==> src/design/rc4_stream_cipher_unit_assert.svh <==
// Assertion macros for the RC4 stream cipher unit.
`ifndef RC4_STREAM_CIPHER_UNIT_ASSERT_SVH
`define RC4_STREAM_CIPHER_UNIT_ASSERT_SVH
`ifndef SYNTHESIS
// Same-cycle implication, sampled on the rising clock edge.
`define RC4_ASSERT_NOW(label, ante, cons) \
   label: assert property (@(posedge clock) disable iff (reset) (ante) |-> (cons)) \
      else $error("rc4 assertion failed");
// Next-cycle implication, sampled on the rising clock edge.
`define RC4_ASSERT_NEXT(label, ante, cons) \
   label: assert property (@(posedge clock) disable iff (reset) (ante) |=> (cons)) \
      else $error("rc4 assertion failed");
`else
`define RC4_ASSERT_NOW(label, ante, cons)
`define RC4_ASSERT_NEXT(label, ante, cons)
`endif
`endif

==> src/design/rc4_pkg.sv <==
// Shared constants, types and codes for the RC4 stream cipher unit.
package rc4_pkg;

   localparam int BYTE_W     = 8;
   localparam int SBOX_DEPTH = 256;
   localparam int SBOX_AW    = $clog2(SBOX_DEPTH);
   localparam int KEY_DEPTH  = 256;
   localparam int KEY_AW     = (KEY_DEPTH > 1) ? $clog2(KEY_DEPTH) : 1;
   localparam int KEY_CW     = $clog2(KEY_DEPTH + 1);

   localparam logic [SBOX_AW-1:0] LAST_STEP = SBOX_AW'(SBOX_DEPTH - 1);

   // Operation codes of an input transaction
   localparam logic OP_KEY  = 1'b0;
   localparam logic OP_DATA = 1'b1;

   typedef enum logic [2:0] {
      ST_IDLE,
      ST_D1,
      ST_D2,
      ST_FIN,
      ST_K0,
      ST_K1,
      ST_K2
   } state_type;

   // One write into the permutation memory
   typedef struct packed {
      logic                we;
      logic [SBOX_AW-1:0]  addr;
      logic [BYTE_W-1:0]   data;
   } perm_wr_type;

   // Key buffer controls
   typedef struct packed {
      logic append;
      logic restart;
      logic advance;
   } key_ctl_type;

endpackage

==> src/design/rc4_ram.sv <==
// Generic single-write, single-read RAM with registered, write-first read.
module rc4_ram #(
   parameter int WIDTH = 8,
   parameter int DEPTH = 256
) (
   input  logic                                      clock,
   input  logic                                      we,
   input  logic [((DEPTH > 1) ? $clog2(DEPTH) : 1)-1:0] waddr,
   input  logic [WIDTH-1:0]                          wdata,
   input  logic [((DEPTH > 1) ? $clog2(DEPTH) : 1)-1:0] raddr,
   output logic [WIDTH-1:0]                          rdata
);

   logic [WIDTH-1:0] mem_ff [DEPTH];
   logic [WIDTH-1:0] rdata_ff;

   // Write port and registered read; a same-address write is seen at once
   always_ff @(posedge clock) begin
      if (we) begin
         mem_ff[waddr] <= wdata;
      end
      if (we && (waddr == raddr)) begin
         rdata_ff <= wdata;
      end else begin
         rdata_ff <= mem_ff[raddr];
      end
   end

   assign rdata = rdata_ff;

endmodule

==> src/design/rc4_key_buf.sv <==
// Key byte buffer: append with saturation, and cyclic read-out for the key schedule.
module rc4_key_buf (
   input  logic                        clock,
   input  logic                        reset,
   input  rc4_pkg::key_ctl_type        ctl,
   input  logic [rc4_pkg::BYTE_W-1:0]  key_byte,
   output logic [rc4_pkg::BYTE_W-1:0]  key_q
);
   import rc4_pkg::*;

   logic [KEY_CW-1:0] count_ff, count_in;
   logic [KEY_CW-1:0] len_ff, len_in;
   logic [KEY_AW-1:0] ptr_ff, ptr_in;
   logic              room;
   logic [KEY_CW-1:0] count_after;

   assign room        = (count_ff < KEY_CW'(KEY_DEPTH));
   assign count_after = (ctl.append && room) ? count_ff + KEY_CW'(1) : count_ff;

   // Count, key length and read pointer
   always_comb begin
      count_in = count_after;
      len_in   = len_ff;
      ptr_in   = ptr_ff;
      if (ctl.restart) begin
         len_in   = count_after;
         count_in = '0;
         ptr_in   = '0;
      end else if (ctl.advance) begin
         if (KEY_CW'(ptr_ff) + KEY_CW'(1) == len_ff) begin
            ptr_in = '0;
         end else begin
            ptr_in = ptr_ff + KEY_AW'(1);
         end
      end
   end

   always_ff @(posedge clock) begin
      if (reset) begin
         count_ff <= '0;
         ptr_ff   <= '0;
      end else begin
         count_ff <= count_in;
         ptr_ff   <= ptr_in;
      end
      len_ff <= len_in;
   end

   rc4_ram #(
      .WIDTH (BYTE_W),
      .DEPTH (KEY_DEPTH)
   ) u_key_ram (
      .clock (clock),
      .we    (ctl.append && room),
      .waddr (count_ff[KEY_AW-1:0]),
      .wdata (key_byte),
      .raddr (ptr_ff),
      .rdata (key_q)
   );

endmodule

==> config.mk <==
export PLATFORM = sky130hd
export DESIGN_NAME = rc4_key_buf
export DESIGN_NICKNAME = d
export VERILOG_FILES = /design/src/design/rc4_stream_cipher_unit_assert.svh /design/src/design/rc4_pkg.sv /design/src/design/rc4_ram.sv /design/src/design/rc4_key_buf.sv
export SDC_FILE = /design/constraint.sdc
export NUM_CORES = 2
export LEC_CHECK = 0
export BUFFER_PORTS_ARGS = -buffer_cell sky130_fd_sc_hd__buf_2
export CAP_MARGIN = 20
export CORE_MARGIN = 3
export CORE_UTILIZATION = 52
export CTS_CLUSTER_DIAMETER = 200
export DETAILED_ROUTE_END_ITERATION = 16
export PLACE_DENSITY_LB_ADDON = 0.05
export SLEW_MARGIN = 10
export SYNTH_ARGS = -nofsm -noshare
export SYNTH_HDL_FRONTEND = slang
export SYNTH_HIERARCHICAL = 1
export SYNTH_SLANG_ARGS = --single-unit
==> constraint.sdc <==
create_clock -name clock -period 5.3 [get_ports clock]
set_clock_uncertainty 0.15 [all_clocks]
set_input_delay 1.59 -clock clock [delete_from_list [all_inputs] [get_ports clock]]
set_output_delay 1.59 -clock clock [all_outputs]
set_load 0.01 [all_outputs]
==> summary by stage <==
Outcome
The flow ran to the end, but the final reports show violations. The checks that failed: negative setup slack.

Timing
The number of pins with negative max-slew slack in the final report is 0. At the pin with the least slew margin, the transition time is 1.059 ns. Across all setup checks in the final design, the least slack found is -0.2396 ns. Hold is met by 0.2632 ns. Setup violations remaining at the end of the flow were counted as 8.

The post-layout minimum cycle time is 5.540 ns. The worst pin sits at a relative slew slack of 29.11%. The number of hold-slack violations in the final timing report came to 0. Setup repair after global routing could not meet its margin everywhere. For this run, the top clock speed supported by timing is 180.5 MHz. The worst path uses 104.5% of the clock period. The setup TNS is -1.351 ns.

Critical path
The worst reg2reg path startpoint is count_ff[5]. The maximum fanout encountered on the critical timing path is 11. Counting cells, the worst reg-to-reg path comes to 3. The category of the critical setup timing path is reg2out.

The endpoint type of the worst setup path is a primary output. The data required time of the critical path is 3.56 ns. The kind of launch point of the worst setup path is a flop. The register-to-register path setup slack is 1.92 ns. The worst path arrival time is 3.80 ns.

Die
The die covers 160300 um^2. The top-level port count is 21. The width of the chip is 400.4 um.

Once the floorplan was initialized, standard cells occupied 52.44% of the core. The region available for standard cell placement spans 154200 um^2. The floorplan step set the die height to 400.4 um. The row count is 144.

Synth
In this run, synthesis produced a sequential element count of 2082. The share of synthesized registers carrying an async set or reset is 0%. The number of different library cells in the post-synthesis netlist is 71. The count of yosys warnings during synthesis is 6. The leading register cell type out of synthesis is edfxtp_1. The number of nets handed over by synthesis was 3873. Sequential elements use 77.00% of the synthesized area.

In the post-synthesis netlist, the biggest area contributors are edfxtp_1 76%, mux4_2 13%, mux2i_1 1.7%. The dominant cell type by area after synthesis is edfxtp_1. The number of enable flip-flop cells after synthesis is 2057. The cell with the most instances after synthesis is edfxtp_1. The cell area after synthesis is 80870 um^2. The number of cells produced by synthesis is 3858. After synthesis, the most frequently instantiated cells are 2057 x edfxtp_1, 454 x mux4_2, 289 x nor2_1, 134 x mux2i_1, 133 x a22oi_1.

After synthesis, the mean cell area works out to 20.96 um^2. The share of the synthesized area in the top cell type is 76.38%.

Power
The largest voltage drop on the vdd net is 0.0003292 V. The power density of the placed cells is 353.7 nW/um^2. Summed over all cells, the static leakage comes to 29.12 nW.

Clock network
The CTS buffer count is 206. The tree is rooted in a clkbuf_16. Clock latency on the worst-skew pair, taken at its later pin, is 0.81 ns. CTS saw 2082 sinks.

The number of buffers inserted by hold repair at cts is 0. TritonCTS built the clock tree. The maximum number of buffers from clock root to sink is 3. The number of H-tree levels is 4. The clock transition at the registers of the reported paths is 0.06 ns.

Min path
The hold path startpoint is ptr_ff[1]. The worst hold path belongs to the class reg2reg. Counting instances, the worst hold path has a depth of 0.

Routing
The length of the first detailed-routing pass in iterations is 7. The initial DRC count is 4940. The wire length per cell after detailed routing is 33.15 um. The number of nets with antenna violations after detailed routing is 0. The remaining routing DRC violations is 0. Using the TritonRoute via totals, the vias-per-cell ratio works out to 6.417. The final route contains 41770 vias. The detailed-route wire length is 215800 um.

Placed design
The detailed placement HPWL is 135900 um. Routability-driven placement finished with a final weighted congestion of 0.8769. During placement, the flow inserted port buffers numbering 20.

Layout
The net count of the finished layout is 4310. The total of fill cells in the finished design is 10800. The signed area change from the synthesized netlist to the final layout is 17.33%.

The fraction of final layout cells sized beyond drive strength 1 is 31.62%.

Global route
The number of global-route vias before repair is 42390. The number of antenna violations at the first check in global routing is 8. The wire length of the first global-routing pass is 310500 um. The overall overflow remaining after global route is 0. The maximum number of pins on one net before global-route repair is 125.

Global routing consumed, over all layers together, 27.09% of the routing resources.

Run
Max-cap violations in this run came to 0.
metrics by stage:
step           std cells  util, %  area [um^2]  worst slack, ns  total power [mW]
5_1_grt             6503    61.51        94870          -0.3532             34.54
2_1_floorplan       3858        -        80870            1.378             18.94
4_1_cts             6464    61.04        94140          -0.2979             33.77
3_5_place_dp        6014    55.30        85290          -0.5067             19.46
6_report            6510    61.52        94890          -0.2396             33.56
3_3_place_gp        6012    55.29        85270          -0.5385             19.43
worst paths after layout:
check	to
min reg2reg	flop
max reg2reg	u_key_ram/mem_ff[97][1]
max	key_q[7]
min	flop
per-layer routing:
metal	global-route usage [%]	up-vias	part of all wire, %
li1	-	17040	-
met1	38.33	22370	40
met2	43.42	2023	49
met3	5.572	336	8.8
met4	7.621	0	2.7
met5	0	-	0
state kept, by name, summed over array words and instances (netlist names), named ones only:
register          flops
u_key_ram/mem_ff   2048
ptr_ff                8
len_ff                9
count_ff              9
cells by family after synthesis:
logic type	after synthesis	synth area share [%]
compound gates	398	3.520
xor+xnor	19	0.2058
fa+ha+maj	2	0.03094
buf+inv	243	1.841
flops	2082	77.00
mux	592	14.39
simple gates	522	3.012
critical path: stages, from the launching register on:
cell and delay, ns:
dfxtp_4 0.43, buf_12 0.18, buf_6 0.12, buf_12 0.09, buf_16 0.12, buf_12 0.13
buf_16 0.14, mux4_2 0.54, o221ai_2 0.20, nor2_2 0.11, nor4_4 0.47, buf_4 0.20
nor4_4 0.05, buf_2 0.17
placed cells by master, fill, tap and decap left out, drive strengths merged, types with 42 or more instances in the layout:
cell type,instances
edfxtp,2057
mux4,456
buf,455
nor2,289
clkbuf,272
mux2i,134
a22oi,133
a21oi,96
clkinv,73
o221ai,47
nand2,42
cell type report:
type	count	area (um^2)	share of cell area (%)
sequential	2082	62290	65.65
multi-input combinational	1533	18480	19.48
clock buffer	263	5475	5.770
timing repair buffer	466	4912	5.177
tap	2044	2557	2.695
clock inverter	109	1127	1.188
inverter	6	26.28	0.02769
antenna	7	17.52	0.01846
where the power goes:
part,total [mW],internal (mW),switching (mW)
clock,14.3,8.33,5.95
combinational,1.17,0.496,0.676
sequential,18.1,18.1,0.00840
what timing repair did:
| action | in CTS | in global routing |
|---|---|---|
| pin swaps | 65 | 41 |
| hold endpoints to repair | 0 | 0 |
| setup endpoints to repair | 8 | 8 |
| setup buffers | 79 | 41 |
| gates cloned | 7 | 1 |
| resized for setup | 253 | 71 |
Power figures use the tool's default switching activity.
