--- config.mk ---
export PLATFORM = sky130hd
export DESIGN_NAME = rc4_perm_store
export DESIGN_NICKNAME = d
export VERILOG_FILES = /design/src/design/rc4_stream_cipher_unit_assert.svh /design/src/design/rc4_pkg.sv /design/src/design/rc4_ram.sv /design/src/design/rc4_perm_store.sv
export SDC_FILE = /design/constraint.sdc
export NUM_CORES = 2
export LEC_CHECK = 0
export BUFFER_PORTS_ARGS = -buffer_cell sky130_fd_sc_hd__buf_4
export CAP_MARGIN = 10
export CORE_UTILIZATION = 45
export DETAILED_ROUTE_END_ITERATION = 10
export PLACE_DENSITY_LB_ADDON = 0.05
export SYNTH_ARGS = -nofsm -noshare
export SYNTH_HDL_FRONTEND = slang
export SYNTH_SLANG_ARGS = --single-unit
--- constraint.sdc ---
create_clock -name clock -period 8.4 [get_ports clock]
set_input_delay 2.52 -clock clock [delete_from_list [all_inputs] [get_ports clock]]
set_output_delay 2.52 -clock clock [all_outputs]
set_load 0.02 [all_outputs]
--- src/design/rc4_stream_cipher_unit_assert.svh ---
// Assertion macros for the RC4 stream cipher unit.
`ifndef RC4_STREAM_CIPHER_UNIT_ASSERT_SVH
`define RC4_STREAM_CIPHER_UNIT_ASSERT_SVH
`ifndef SYNTHESIS
// Same-cycle implication, sampled on the rising clock edge.
`define RC4_ASSERT_NOW(label, ante, cons) \
   label: assert property (@(posedge clock) disable iff (reset) (ante) |-> (cons)) \
      else $error("rc4 assertion failed");
// Next-cycle implication, sampled on the rising clock edge.
`define RC4_ASSERT_NEXT(label, ante, cons) \
   label: assert property (@(posedge clock) disable iff (reset) (ante) |=> (cons)) \
      else $error("rc4 assertion failed");
`else
`define RC4_ASSERT_NOW(label, ante, cons)
`define RC4_ASSERT_NEXT(label, ante, cons)
`endif
`endif

--- src/design/rc4_pkg.sv ---
// Shared constants, types and codes for the RC4 stream cipher unit.
package rc4_pkg;

   localparam int BYTE_W     = 8;
   localparam int SBOX_DEPTH = 256;
   localparam int SBOX_AW    = $clog2(SBOX_DEPTH);
   localparam int KEY_DEPTH  = 256;
   localparam int KEY_AW     = (KEY_DEPTH > 1) ? $clog2(KEY_DEPTH) : 1;
   localparam int KEY_CW     = $clog2(KEY_DEPTH + 1);

   localparam logic [SBOX_AW-1:0] LAST_STEP = SBOX_AW'(SBOX_DEPTH - 1);

   // Operation codes of an input transaction
   localparam logic OP_KEY  = 1'b0;
   localparam logic OP_DATA = 1'b1;

   typedef enum logic [2:0] {
      ST_IDLE,
      ST_D1,
      ST_D2,
      ST_FIN,
      ST_K0,
      ST_K1,
      ST_K2
   } state_type;

   // One write into the permutation memory
   typedef struct packed {
      logic                we;
      logic [SBOX_AW-1:0]  addr;
      logic [BYTE_W-1:0]   data;
   } perm_wr_type;

   // Key buffer controls
   typedef struct packed {
      logic append;
      logic restart;
      logic advance;
   } key_ctl_type;

endpackage

--- src/design/rc4_ram.sv ---
// Generic single-write, single-read RAM with registered, write-first read.
module rc4_ram #(
   parameter int WIDTH = 8,
   parameter int DEPTH = 256
) (
   input  logic                                      clock,
   input  logic                                      we,
   input  logic [((DEPTH > 1) ? $clog2(DEPTH) : 1)-1:0] waddr,
   input  logic [WIDTH-1:0]                          wdata,
   input  logic [((DEPTH > 1) ? $clog2(DEPTH) : 1)-1:0] raddr,
   output logic [WIDTH-1:0]                          rdata
);

   logic [WIDTH-1:0] mem_ff [DEPTH];
   logic [WIDTH-1:0] rdata_ff;

   // Write port and registered read; a same-address write is seen at once
   always_ff @(posedge clock) begin
      if (we) begin
         mem_ff[waddr] <= wdata;
      end
      if (we && (waddr == raddr)) begin
         rdata_ff <= wdata;
      end else begin
         rdata_ff <= mem_ff[raddr];
      end
   end

   assign rdata = rdata_ff;

endmodule

--- src/design/rc4_perm_store.sv ---
// Permutation memory with per-entry valid bits; an unwritten entry reads as its index.
module rc4_perm_store (
   input  logic                         clock,
   input  logic                         reset,
   input  logic                         clear_all,
   input  rc4_pkg::perm_wr_type         wr,
   input  logic [rc4_pkg::SBOX_AW-1:0]  raddr,
   output logic [rc4_pkg::BYTE_W-1:0]   rdata
);
   import rc4_pkg::*;

   logic [SBOX_DEPTH-1:0] valid_ff, valid_in;
   logic                  rvld_ff, rvld_in;
   logic [SBOX_AW-1:0]    raddr_ff;
   logic [BYTE_W-1:0]     ram_q;

   // Valid bits: clear restores the identity of every entry, ahead of any write
   always_comb begin
      valid_in = valid_ff;
      if (clear_all) begin
         valid_in = '0;
      end else if (wr.we) begin
         valid_in[wr.addr] = 1'b1;
      end
      rvld_in = valid_ff[raddr] || (wr.we && (wr.addr == raddr));
   end

   always_ff @(posedge clock) begin
      if (reset) begin
         valid_ff <= '0;
         rvld_ff  <= 1'b0;
      end else begin
         valid_ff <= valid_in;
         rvld_ff  <= rvld_in;
      end
      raddr_ff <= raddr;
   end

   rc4_ram #(
      .WIDTH (BYTE_W),
      .DEPTH (SBOX_DEPTH)
   ) u_perm_ram (
      .clock (clock),
      .we    (wr.we),
      .waddr (wr.addr),
      .wdata (wr.data),
      .raddr (raddr),
      .rdata (ram_q)
   );

   // Unwritten entries hold their own index
   assign rdata = rvld_ff ? ram_q : BYTE_W'(raddr_ff);

endmodule

==> key figures <==
Pwr
  – Sw power: 5330 uW
  – Share of total power in combinational logic: between 4 and 5%
  – Switching part of the total: 21.8%
  – Leakage Power: ~0.031 uW
  – Power Density: 244 mW/mm^2
  – VDD IR max: 207 uV
  – Cell-internal power: 19100 uW
  – Sequential share of power: around half
  – Clock network fraction of total power: around 44%

Logic synthesis
  – Post-synthesis sequential area ratio: roughly 75%
  – Post-synthesis mux area share: between 10% and 20%
  – Synth cell types: 55
  – Synth area leader: edfxtp_1
  – Post-synthesis xor/xnor area fraction: less than 1%
  – Largest family of logic cells by synthesized area: multiplexers
  – Top_reg_cell synth: edfxtp_1
  – Top cells by count, synth: edfxtp_1, nor2_1, mux4_2
  – Simple-gate portion of the synthesized area: approximately 4.5%
  – Syn_area_per_cell: 18.8 um^2
  – Post-Syn Area: 0.0891 mm^2
  – Synth Register Bits: 2313
  – Compound-Gate Fraction of Synth Area: under 10%
  – Cell with the most instances after synthesis: edfxtp_1
  – Post-synth EDFFs: between 2000 and 2500
  – Largest cells by area after synthesis: edfxtp_1, mux4_2, dfxtp_1
  – Syn Nets: 4776
  – Yosys warning total: 0
  – Top cell type's share of synthesized area: just under 70%
  – Post-Synth Adder-Cell Area: 0%
  – Post-synth ARST share: 0%
  – Cells after synthesis: ~4700

Global routing
  – First-pass GRT wire length: 365000 um
  – GR Overflow Total: 0
  – Number of global-route vias before repair: approximately 46000
  – Largest net degree at the start of global routing: 183
  – Initial antenna violation count: 14
  – Total GRT Usage: a little over a quarter

Worst setup path
  – Worst Path Required: 5.88 ns
  – FF-to-FF path depth: 6
  – Crit-path cells: and2_2, buf_4, a22oi_1, a21oi_1, nor2_1, a211oi_1, nor3_1, nor3_1, buf_4, buf_4
  – CP Depth: 10
  – Most used cell, CP: buf_4
  – Worst Path Buf+Inv: 3
  – Critical path startpoint category: flip-flop
  – Setup CP Type: flip-flop to primary output
  – CP Max Fanout: 33
  – Crit-path leading delay family: simple AND/OR/NAND/NOR gates
  – Nature of the critical path endpoint: primary output
  – Crit-path max cell delay: 0.84 ns
  – Arrival time at the worst endpoint: 5.39 ns
  – Worst path slowest cell: dfxtp_4

Route
  – Pre-Repair DR Iteration Count: 6
  – WL/cell: 33.9 um
  – Drt initial violations: 5093
  – Antenna-violating nets left: 0
  – Post-DR vias/cell: 6.01
  – Number of remaining DRC errors: 0
  – Vias: 46300
  – Final WL: 261000 um

Timing
  – Final setup margin: just under 0.5 ns
  – Peak Freq: roughly 130 MHz
  – Period minus WS final: 7.91 ns
  – Final cycle utilization of the critical path: 94.2%
  – RSZ-0062 raised after global routing: no
  – Setup TNS: 0 ns
  – Setup violators final: 0
  – Hold Vio Cnt, Final: 0
  – Max Clock Skew: 0.0293 ns
  – Worst rel slew slack: 15.4%
  – Slew @ Worst Pin: 1.27 ns
  – Minimum hold slack: between 0.4 and 0.5 ns
  – Slew Viols, Final: 0

Clocking
  – Setup bufs post-CTS: 0
  – CTS Buffer Depth: 3
  – # clock sinks: 2313
  – H-tree levels: 4
  – CTS root buf: clkbuf_16
  – CTS tree: built
  – Clock transition at path regs: 0.06 ns
  – Worst-Skew Late Latency: 0.86 ns
  – Cts repair resizes: 0
  – Hold_buf cts: 0
  – Cts bufs inserted: 236

Place
  – Pre-CTS setup slack: 1.39 ns
  – GP Congestion: just under 0.9
  – Port-buffer cells: 35
  – Detailed Place HPWL: 162000 um

Min path
  – Cell count of the worst hold path: 2
  – HP Class: flip-flop to flip-flop

Die
  – Die X: 447 um
  – Io pins: 36
  – Core area: 0.196 mm^2
  – Row cnt: 162
  – Initial core utilization: 45.5%
  – Die area: 0.200 mm^2
  – Die Y: 447 um

Cells and area
  – Layout cells sized above 1: 21.1%
  – Layout area overhead: 12.6%
  – Final nets: 4878
  – # fillers: 15900

Status
  – Status: completed

Job
  – Max_cap viols: 0
registers in the layout, summed over array words and instances, names as in the netlist:
register           cells
raddr_ff               8
rvld_ff                1
u_perm_ram.mem_ff   2048
valid_ff             256
cells in the final DEF, fill, tap and decap left out, drive strengths merged, types with 7 or more instances in the layout:
master / n
nand2: 90
a221oi: 21
nand3: 59
nor3: 18
nand2b: 8
mux2i: 196
o21ai: 27
clkbuf: 337
a21oi: 61
nand4: 12
nor2: 749
xnor2: 7
mux4: 508
a211oi: 31
clkinv: 85
a22oi: 99
o22ai: 75
edfxtp: 2048
inv: 18
o21ba: 29
clkinvlp: 7
o32ai: 10
nor4: 7
dfxtp: 265
bufinv: 20
buf: 146
o221ai: 53
nor2b: 16
or3: 10
per-stage QoR:
step	power [uW]	utilization [%]	instance area [um^2]	std cells
after detailed placement	14000	47.2	92300	7235
after global routing	25000	51.2	100000	7690
after floorplan	13400	-	89100	4748
final	24400	51.2	100000	7692
after CTS	24600	51.2	100000	7687
after global placement	14000	47.2	92300	7235
worst register-to-register path, cell delays in order, from the launching register on:
cell	delay, ns
dfxtp_1	0.33
mux2i_1	0.09
o221ai_1	0.50
o22ai_1	0.17
o311ai_0	0.96
nand4_1	0.32
o211ai_1	0.29
cells by family (layout without fill, tap and decap cells):
logic type / count (synthesis) / count (layout)
flops: 2313 / 2313
simple gates: 983 / 983
mux: 704 / 704
compound gates: 443 / 443
buf+inv: 297 / 613
xor+xnor: 8 / 8
other cells: 0 / 4
area by class of cell:
type	count	area, um^2	share of cell area (%)
Clock buffer	335	6740	6.72
Clock inverter	117	1190	1.18
Multi-Input combinational cell	2138	20700	20.7
Timing Repair Buffer	148	1480	1.47
Inverter	13	50.0	0.0499
Antenna cell	4	10.0	0.00998
Sequential cell	2313	66800	66.6
Tap cell	2624	3280	3.27
power by group through the flow:
stage               Combinational [uW]  Clock (uW)  Sequential (uW)
floorplan                          625           0            12800
global placement                  1190           0            12800
detailed placement                1200           0            12800
CTS                               1200       10800            12600
global route                      1240       11200            12600
finish                            1180       10700            12600
path summary, 6_finish.rpt:
check	start	endpoint	slack (ns)
worst min-delay path	valid_ff[134]$_SDFFE_PP0P_	valid_ff[134]$_SDFFE_PP0P_	0.46
worst min register to register	valid_ff[134]$_SDFFE_PP0P_	valid_ff[134]$_SDFFE_PP0P_	0.46
worst max-delay path	raddr_ff[2]$_DFF_P_	rdata[6]	0.49
worst max register to register	valid_ff[221]$_SDFFE_PP0P_	rvld_ff$_SDFF_PP0_	5.67
layer usage:
layer | vias up | GRT usage, % | share of wire (%)
met3 | 397 | 4.44 | 6.4
met5 | - | 0 | 0.016
li1 | 19300 | - | -
met2 | 1651 | 41.5 | 47
met4 | 6 | 8.33 | 3.2
met1 | 24900 | 37.3 | 43
(Power assumes the default switching activity.)
